## src/hdl/lddt_pkg.sv

```systemverilog
// Shared types for the Lucas digit domination test.
// Holds the sequencer state encoding and the control/status structs
// passed between the top level and the serial divider.
package lddt_pkg;

  // sequencer states, one-hot
  typedef enum logic [3:0] {
    S_IDLE  = 4'b0001,
    S_CHECK = 4'b0010,
    S_DIV   = 4'b0100,
    S_CMP   = 4'b1000
  } lddt_state_t;

  // commands from the sequencer to the divider
  typedef struct packed {
    logic load;
  } lddt_div_ctrl_t;

  // status from the divider back to the sequencer
  typedef struct packed {
    logic running;
    logic done;
  } lddt_div_stat_t;

endpackage

```

## src/hdl/lddt_div.sv

```systemverilog
// Dual-lane bit-serial restoring divider: divides two values by one radix.
// One quotient bit per cycle per lane; depends on lddt_pkg.
module lddt_div
  import lddt_pkg::*;
#(
  parameter int VALUE_WIDTH = 64,
  parameter int RADIX_WIDTH = 32
) (
  input  logic                   clk,
  input  logic                   rst_n,
  input  lddt_div_ctrl_t         ctrl,
  input  logic [VALUE_WIDTH-1:0] dvd_up,
  input  logic [VALUE_WIDTH-1:0] dvd_lo,
  input  logic [RADIX_WIDTH-1:0] divisor,
  output lddt_div_stat_t         stat,
  output logic [VALUE_WIDTH-1:0] quot_up,
  output logic [VALUE_WIDTH-1:0] quot_lo,
  output logic [RADIX_WIDTH-1:0] rem_up,
  output logic [RADIX_WIDTH-1:0] rem_lo
);

  localparam int CntW = $clog2(VALUE_WIDTH);

  logic [VALUE_WIDTH-1:0] q_up_r, q_lo_r, q_up_nxt, q_lo_nxt;
  logic [RADIX_WIDTH-1:0] r_up_r, r_lo_r, r_up_nxt, r_lo_nxt;
  logic [CntW-1:0]        cnt_r;
  logic                   run_r, done_r;

  // one restoring step: shift in the next dividend bit, subtract if it fits
  function automatic logic [VALUE_WIDTH+RADIX_WIDTH-1:0] div_step(
    input logic [VALUE_WIDTH-1:0] q,
    input logic [RADIX_WIDTH-1:0] r,
    input logic [RADIX_WIDTH-1:0] d
  );
    logic [RADIX_WIDTH:0]   shifted;
    logic [RADIX_WIDTH:0]   diff;
    logic                   fits;
    logic [RADIX_WIDTH-1:0] r_new;
    shifted = {r, q[VALUE_WIDTH-1]};
    diff    = shifted - {1'b0, d};
    fits    = ~diff[RADIX_WIDTH];
    r_new   = fits ? diff[RADIX_WIDTH-1:0] : shifted[RADIX_WIDTH-1:0];
    return {q[VALUE_WIDTH-2:0], fits, r_new};
  endfunction

  // step both lanes
  always_comb begin
    {q_up_nxt, r_up_nxt} = div_step(q_up_r, r_up_r, divisor);
    {q_lo_nxt, r_lo_nxt} = div_step(q_lo_r, r_lo_r, divisor);
  end

  // control: bit counter and run flag
  always_ff @(posedge clk) begin
    if (!rst_n) begin
      run_r  <= 1'b0;
      done_r <= 1'b0;
      cnt_r  <= '0;
    end else begin
      done_r <= 1'b0;
      if (ctrl.load) begin
        run_r <= 1'b1;
        cnt_r <= CntW'(VALUE_WIDTH - 1);
      end else if (run_r) begin
        cnt_r <= cnt_r - CntW'(1);
        if (cnt_r == '0) begin
          run_r  <= 1'b0;
          done_r <= 1'b1;
        end
      end
    end
  end

  // datapath shift registers
  always_ff @(posedge clk) begin
    if (ctrl.load) begin
      q_up_r <= dvd_up;
      q_lo_r <= dvd_lo;
      r_up_r <= '0;
      r_lo_r <= '0;
    end else if (run_r) begin
      q_up_r <= q_up_nxt;
      q_lo_r <= q_lo_nxt;
      r_up_r <= r_up_nxt;
      r_lo_r <= r_lo_nxt;
    end
  end

  assign stat.running = run_r;
  assign stat.done    = done_r;
  assign quot_up      = q_up_r;
  assign quot_lo      = q_lo_r;
  assign rem_up       = r_up_r;
  assign rem_lo       = r_lo_r;

endmodule

```

## config.mk

```make
export PLATFORM = sky130hd
export DESIGN_NAME = lddt_div
export DESIGN_NICKNAME = d
export VERILOG_FILES = /design/src/hdl/lddt_pkg.sv /design/src/hdl/lddt_div.sv
export SDC_FILE = /design/constraint.sdc
export NUM_CORES = 1
export LEC_CHECK = 0
export BUFFER_PORTS_ARGS = -buffer_cell sky130_fd_sc_hd__buf_4
export CAP_MARGIN = 20
export CORE_MARGIN = 1.5
export CORE_UTILIZATION = 57
export DETAILED_ROUTE_END_ITERATION = 10
export PLACE_DENSITY = 0.87
export SETUP_SLACK_MARGIN = 0.15
export SYNTH_ARGS = -nofsm -noshare
export SYNTH_HDL_FRONTEND = slang
export SYNTH_SLANG_ARGS = --single-unit
```

## constraint.sdc

```tcl
create_clock -name clk -period 7.1 [get_ports clk]
set_input_delay 0 -clock clk [delete_from_list [all_inputs] [get_ports clk]]
set_output_delay 0 -clock clk [all_outputs]
set_load 0.1 [all_outputs]
```

# Yosys cells after proc, flatten, opt, wreduce, memory -nomap -nowiden

Cells that the tools add are included.

Output and inout port bits: 194
Bits in registers: 200
Bits of input ports: 163

Reduce and logical (&&, ||, !) cells: 3
Bitwise operators: 4
Mux-type cells: 12
$add $sub $neg: 3

Operators with widths:

| operator            | number |
|---|---|
| $mux 64             | 4 |
| $sub 33x32->33      | 2 |
| $mux 32             | 2 |
| $mux 6              | 2 |
| $logic_not 6->1     | 1 |
| $sub 6x1->6 const B | 1 |
| $mux 1              | 4 |
| $not 1->1           | 4 |
| $reduce_or 3->1     | 1 |
| $reduce_bool 2->1   | 1 |

# Depth between registers and ports, before layout

Gate-level depths: netlist of run 1.

Depth in word-level cells: 4
Depth in mapped cells: 14
Mapped depth without buffers: 12

# Worst setup path before layout of run 1

OpenSTA, ideal clock, no wires.

Path kind: register -> register
From: register q_up_r[63], in the netlist quot_up[63]
To: register r_up_r[30], in the netlist rem_up[30]
Slack: 3427 ps
Cell stages (with the launch flop): 15
Data arrival time: 3407 ps
Library setup time: 265 ps
Path through: edfxtp_1 -> inv_1 -> ha_1 -> fa_1 -> nor2b_1 -> o21a_1 -> o21ai_1 -> a211o_1 -> and3_4 -> o21a_4 -> or2_4 -> buf_6 -> buf_6 -> nand4b_1 -> o211ai_1

Cells in the longest elaborated chain, start to end: 2

RTL lines:

| what                   | line           | text |
|---|---|---|
| start, declared        | lddt_div.sv:24 | `logic [VALUE_WIDTH-1:0] q_up_r, q_lo_r, q_up_nxt, q_lo_nxt;` |
| start signal, assigned | lddt_div.sv:76 | `q_up_r <= dvd_up;` |
| start signal, assigned | lddt_div.sv:81 | `q_up_r <= q_up_nxt;` |
| $sub 33x32->33         | lddt_div.sv:40 | `diff = shifted - {1'b0, d};` |
| $mux 32                | lddt_div.sv:42 | `r_new = fits ? diff[RADIX_WIDTH-1:0] : shifted[RADIX_WIDTH-1:0];` |
| end signal, assigned   | lddt_div.sv:83 | `r_up_r <= r_up_nxt;` |
| end, declared          | lddt_div.sv:25 | `logic [RADIX_WIDTH-1:0] r_up_r, r_lo_r, r_up_nxt, r_lo_nxt;` |

Every way passes these cells.
A chain may end at the register's enable or synchronous reset.

# Worst setup path after layout of run 1

From: register q_up_r[63], in the netlist quot_up[63]
To: register r_up_r[13], in the netlist rem_up[13]

The elaborated chain is that of the path after synthesis.

==> results of run 1 <==
-- final cells by class --
| cell class | instances | area, sq um | share of cell area [%] |
|---|---|---|---|
| diodes | 2 | 5.00 | 0.0296 |
| clock buffers | 17 | 425 | 2.52 |
| clock inverters | 15 | 181 | 1.07 |
| inverters | 48 | 183 | 1.08 |
| multi-input cells | 891 | 6410 | 37.9 |
| flip-flops and latches | 200 | 5290 | 31.3 |
| well taps | 275 | 344 | 2.04 |
| repair buffers | 494 | 4060 | 24.0 |
-- kinds of logic (layout without fill, tap and decap cells) --
logic type	after synthesis	in the layout	share of synthesized area [%]
compound gates	287	287	15.9
xor+xnor	57	57	4.17
fa+ha+maj	68	68	7.12
buf+inv	111	574	3.91
flops	200	200	43.5
mux	133	133	12.2
other cells	0	2	0
simple gates	346	346	13.2
-- timing repair --
item	CTS	global route
gates resized for setup	0	0
hold buffers	130	0
endpoints found under the hold margin	136	0
buffers inserted	0	0
-- per-stage QoR --
stage	utilization (%)	worst slack, ps	hold WS [ps]	area (sq um)	power [uW]
3_5_place_dp	71.4	3690	293	15000	3030
6_report	80.6	3610	86.5	16900	4130
4_1_cts	80.5	3670	72.3	16900	4080
5_1_grt	80.6	3380	91.0	16900	4250
3_3_place_gp	71.4	3830	288	15000	3010
2_1_floorplan	-	3430	191	12200	2670
-- power groups by stage --
stage / clock (uW) / sequential, uW / combinational [uW]
after floorplan: 0 / 2200 / 467
after global placement: 0 / 1470 / 1540
after detailed placement: 0 / 1480 / 1550
after CTS: 1010 / 1450 / 1620
after global routing: 1060 / 1480 / 1720
final: 1010 / 1470 / 1650
-- sequential cells by signal (all words and copies together) (netlist names) --
signal,flops
rem_lo,32
done_r,1
quot_up,64
cnt_r,6
rem_up,32
quot_lo,64
run_r,1
-- path summary, 6_finish.rpt --
kind	startpoint	end	slack, ps
worst max-delay path	quot_up[63]	rem_up[13]	3610
worst min register to register	rem_lo[8]	rem_lo[8]	520
worst max register to register	quot_up[63]	rem_up[13]	3610
worst min-delay path	ctrl	rem_lo[17]	90
-- synth_stat cells (3+ instances only) --
cell	number	area share [%]
edfxtp_1	128	32
mux2_2	126	12
nor2_1	111	3.4
nand2_1	110	3.4
a21oi_1	80	3.3
dfxtp_1	72	12
ha_1	66	6.8
inv_1	47	1.5
o21ai_0	47	1.9
clkbuf_1	40	1.2
xnor2_1	30	2.2
xor2_1	26	1.9
nand3_1	23	0.95
a21o_1	22	1.4
a311oi_1	21	1.5
a211oi_1	20	1.2
nor2b_1	19	0.98
nor3_1	19	0.78
nand4_1	15	0.77
o21ai_1	12	0.49
a31oi_1	11	0.57
buf_2	11	0.45
and3_1	10	0.51
o21a_1	8	0.49
mux2i_1	7	0.58
or3_1	7	0.36
a32oi_1	6	0.43
nand2b_1	5	0.26
a22o_1	4	0.29
a311oi_2	4	0.49
a41oi_1	4	0.29
and2_1	4	0.21
buf_6	4	0.37
nor3b_1	4	0.25
o211ai_1	4	0.25
o22ai_1	4	0.21
o41ai_1	4	0.29
a211o_1	3	0.22
buf_4	3	0.19
clkbuf_2	3	0.12
nor4_1	3	0.15
nor4b_1	3	0.22
o2111ai_1	3	0.22
o21bai_1	3	0.19
or4_1	3	0.19
-- per-layer routing --
metal,part of all wire (%),global-route usage (%)
met2,49,61.5
met4,4.8,19.7
met1,39,43.9
met5,0.026,0
met3,7.6,7.43
==> results.yml, run 1 <==
synthesis:
  synth-seq-cells: 200
  netlist_area_sq_um: 12200
  synth_cell_types: 78
  synth_enable_flop_cells: 128
  synthArstFlopShare_pct: 0
  seq_area_frac_synth_pct: 43.5
  yosysWarnings: 0
  syn-num-nets: 1433
  postSynthCellCount: 1202
  synth_ff_type: "edfxtp_1"
  avgSynthCellArea_sq_um: 10.1
power_and_ir_drop:
  switching_share_pct: 43.8
  p_leak_uw: 0.00722
  p_switching_uw: 1810
  p_per_area_nw_per_um2: 245
  comb_power_share_pct: 40.0
  peakVddDrop_mv: 0.188
  clock_power_share_pct: 24.5
  internal_power_uw: 2320
  seqPwrFrac_pct: 35.4
timing:
  maxSlewHeadroom_pct: 32.9
  report.final.slew_viol_count: 0
  timing.final.crit_share_pct: 49.1
  finalSetupViolCount: 0
  tightest_slew_ps: 1010
  fmax_mhz: 287
  grt_setup_unrepaired: "no"
  clock_skew_ps: 20.1
  timing.final.crit_period_ps: 3490
  hold_viol: 0
  fin_setup_tns_ps: 0
floorplan:
  fp.dieArea_sq_um: 22200
  core-area_sq_um: 21000
  die_h_um: 149
  start_util_pct: 58.0
  std_cell_rows: 53
  io_pins: 357
  die_w_um: 149
setup_path:
  required_ps: 7450
  cp_slowest_cell: "nor2_4"
  crit_cells: 12
  critPathMaxStageDelay_ps: 560
  reg2reg_depth: 12
  cp_top_family: "compound AO/OA/AOI/OAI gates"
  end_kind: "flip-flop"
  worstPathArrival_ps: 3840
  path_max_fanout: 28
  crit_type: "flip-flop to flip-flop"
  worst-path-buf-inv: 1
  worstPathCellList: "inv_1, ha_1, fa_1, nor2b_1, o21a_1, o21ai_1, a211o_1, and3_4, o21a_4, nor2_4, o21ai_0, a311oi_1"
  crit_path_start_kind: "flip-flop"
global_route:
  grt_pass1_wl_mm: 62.0
  grt_pass1_vias: 11193
  grt_overflow: 0
  grt_usage_pct: 36.5
  grt_antenna_before_repair: 3
  grt_max_degree: 98
hold_path:
  holdPathStages: 2
  hold_class: "input port to flip-flop"
clock_tree:
  cts_root_buf: "clkbuf_16"
  path_clk_slew_ps: 90
  clockBufferDepth: 2
  clk_latency_ps: 450
  cts_tree: "built"
  h-tree-depth: 4
  clkSinkCount: 200
  cts_buffers: 17
placed_design:
  portBuffers: 356
  dp.cells: 1777
  dp_hpwl_mm: 26.8
  place_congestion: 0.958
layout:
  area_growth_syn_to_layout_pct: 39.0
  layout-drive-gt1-share_pct: 32.6
  layout_commonest_cell: "buf_4"
  final_cells: 1942
  num-fill-cells: 1281
  final_cell_mix: "362 x buf_4, 130 x dlygate4sd3_1, 128 x edfxtp_1"
  final_net_count: 1883
run_status:
  status: "complete, no violations"
drt:
  drtPass1Iterations: 7
  ant_nets: 0
  num_vias: 11610
  wl_mm: 41.7
  wl_per_cell_um: 21.4
  viasPerCell: 5.98
  post-route-drc-count: 0
  drt_iter0_markers: 1027
run:
  drv_cap: 0
Note: power is estimated with default switching activity, not from simulation.
==> run 2, diff against run 1 <==
--- a/config.mk
+++ b/config.mk
@@ -8,9 +8,9 @@
 export BUFFER_PORTS_ARGS = -buffer_cell sky130_fd_sc_hd__buf_4
 export CAP_MARGIN = 20
 export CORE_MARGIN = 1.5
-export CORE_UTILIZATION = 57
+export CORE_UTILIZATION = 53
 export DETAILED_ROUTE_END_ITERATION = 10
-export PLACE_DENSITY = 0.87
+export PLACE_DENSITY = 0.82
 export SETUP_SLACK_MARGIN = 0.15
 export SYNTH_ARGS = -nofsm -noshare
 export SYNTH_HDL_FRONTEND = slang
==> constraint.sdc (replaced) <==
create_clock -name clk -period 3.36 [get_ports clk]
set_input_delay 0 -clock clk [delete_from_list [all_inputs] [get_ports clk]]
set_output_delay 0 -clock clk [all_outputs]
set_load 0.1 [all_outputs]
==> run 2 against run 1 <==
Compared with the run above:
- global-route usage fell by 1.3 points
- wire length rose by 3.2%
- utilization fell by 5.0 points
- combinational power rose by 110%
- die area rose by 7.4%
- sequential power rose by 110%
- register-to-register slack got worse by 3300 ps
- final cell count rose by 0.98%
- critical path depth did not move
- critical endpoint is now rem_up[26]
==> results.yml, run 2 (synthesized netlist as in run 1, its figures left out) <==
global_route:
  grt_usage_pct: 35.2
  grt_antenna_before_repair: 4
  grt_overflow: 0
  grt_max_degree: 81
  grt_pass1_wl_mm: 64.7
  grt_pass1_vias: 11565
layout:
  final_net_count: 1892
  layout_commonest_cell: "buf_4"
  area_growth_syn_to_layout_pct: 40.4
  seqCellArea_sq_um: 5300
  final_cell_mix: "369 x buf_4, 129 x dlygate4sd3_1, 128 x edfxtp_1"
  layout-drive-gt1-share_pct: 34.6
  num-fill-cells: 1540
  multi_input_area_sq_um: 6480
  final_area_sq_um: 17100
drt:
  post-route-drc-count: 0
  num_vias: 11739
  wl_per_cell_um: 21.9
  drtPass1Iterations: 5
  wl_mm: 43.0
  ant_nets: 0
  drt_iter0_markers: 1048
  viasPerCell: 5.99
timing:
  clock_skew_ps: 23.4
  timing.final.ws_setup_ps: 292
  finalSetupViolCount: 0
  report.final.slew_viol_count: 0
  hold_viol: 0
  timing.final.crit_share_pct: 91.3
  maxSlewHeadroom_pct: 34.8
  tightest_slew_ps: 976
  grt_setup_unrepaired: "no"
  fmax_mhz: 326
  fin_setup_tns_ps: 0
  timing.final.crit_period_ps: 3070
floorplan:
  io_pins: 357
  std_cell_rows: 55
  die_h_um: 154
  fp.dieArea_sq_um: 23900
  die_w_um: 154
  start_util_pct: 53.9
  core-area_sq_um: 22600
clock_tree:
  clk_latency_ps: 450
  cts_root_buf: "clkbuf_16"
  cts_tree: "built"
  clockBufferDepth: 2
  clkSinkCount: 200
  path_clk_slew_ps: 80
  h-tree-depth: 4
  cts_buffers: 17
hold_path:
  hold_class: "input port to flip-flop"
setup_path:
  path_max_fanout: 4
  worstPathCellList: "inv_1, ha_2, fa_2, nor2b_2, o21a_1, o21ai_1, a211o_1, and3_4, o21a_4, or2_4, or4_1, nand3_1"
  crit_path_start: "quot_up[63]"
  worstPathArrival_ps: 3450
  crit_type: "flip-flop to flip-flop"
  crit_path_start_kind: "flip-flop"
  end_kind: "flip-flop"
  cp_slowest_cell: "or4_1"
  reg2reg_depth: 12
  required_ps: 3740
  reg2reg_slack_ps: 290
  r2r-end: "rem_up[26]"
  endpoint: "rem_up[26]"
  rr_startpoint: "quot_up[63]"
  critPathMaxStageDelay_ps: 500
placed_design:
  portBuffers: 356
  place_congestion: 0.956
  dp_hpwl_mm: 28.9
  dp_slack_ps: 124
  placed_cell_area_sq_um: 15100
run_status:
  status: "complete, no violations"
power_and_ir_drop:
  p_per_area_nw_per_um2: 513
  peakVddDrop_mv: 0.374
  p_leak_uw: 0.00729
run:
  drv_cap: 0
[run 2: critical path, delay by kind of cell (launching register included)]
family,cells,cell delay [ps]
flops,1,360
simple gates,5,1190
fa+ha+maj,2,570
compound gates,4,810
buf+inv,1,70
[run 2: how the worst min path moves through the flow]
stage / startpoint / endpoint / cells after the start
2_1_floorplan: dvd_up[0] / quot_up[0] / 2
3_3_place_gp: dvd_lo[51] / quot_lo[51] / 2
3_5_place_dp: dvd_up[18] / quot_up[18] / 2
4_1_cts: divisor[1] / rem_lo[1] / 3
5_1_grt: divisor[1] / rem_lo[1] / 3
6_report: divisor[1] / rem_lo[1] / 3
[run 2: final cells by class]
cell class	count	area share [%]
multi-input cells	891	37.9
repair buffers	503	24.3
clock buffers	17	2.49
diodes	3	0.0440
well taps	285	2.09
flip-flops and latches	200	31.1
inverters	48	1.08
clock inverters	14	1.03
[run 2: what timing repair did]
item | in CTS | in global routing
endpoints found under the setup margin | 12 | 28
setup buffers | 2 | 2
endpoints found under the hold margin | 135 | 0
gates resized for setup | 0 | 4
hold buffers | 129 | 0
pin swaps | 1 | 1
[run 2: metrics by stage]
step           instances  total power, uW  hold slack (ps)  utilization [%]
2_1_floorplan       1202             5660              191                -
3_3_place_gp        1794             6400              302             67.0
3_5_place_dp        1794             6450              306             67.0
4_1_cts             1956             8640             40.2             75.5
5_1_grt             1961             9000             57.5             75.6
6_report            1961             8760             56.8             75.6
[run 2: power by group]
group,internal [uW],switching [uW],leakage [uW]
Sequential,2900,211,0.00188
Combinational,1010,2510,0.00512
Clock,1010,1120,0.000291
Total,4910,3840,0.00729
[run 2: metal layers]
layer	share of wire [%]	track usage, %	vias to the layer above	wire [um]
li1	-	-	5388	-
met1	37	41.1	5643	16000
met2	50	61.0	585	21500
met3	7.8	7.85	121	3360
met4	4.9	17.6	2	2100
met5	0.030	0	-	13
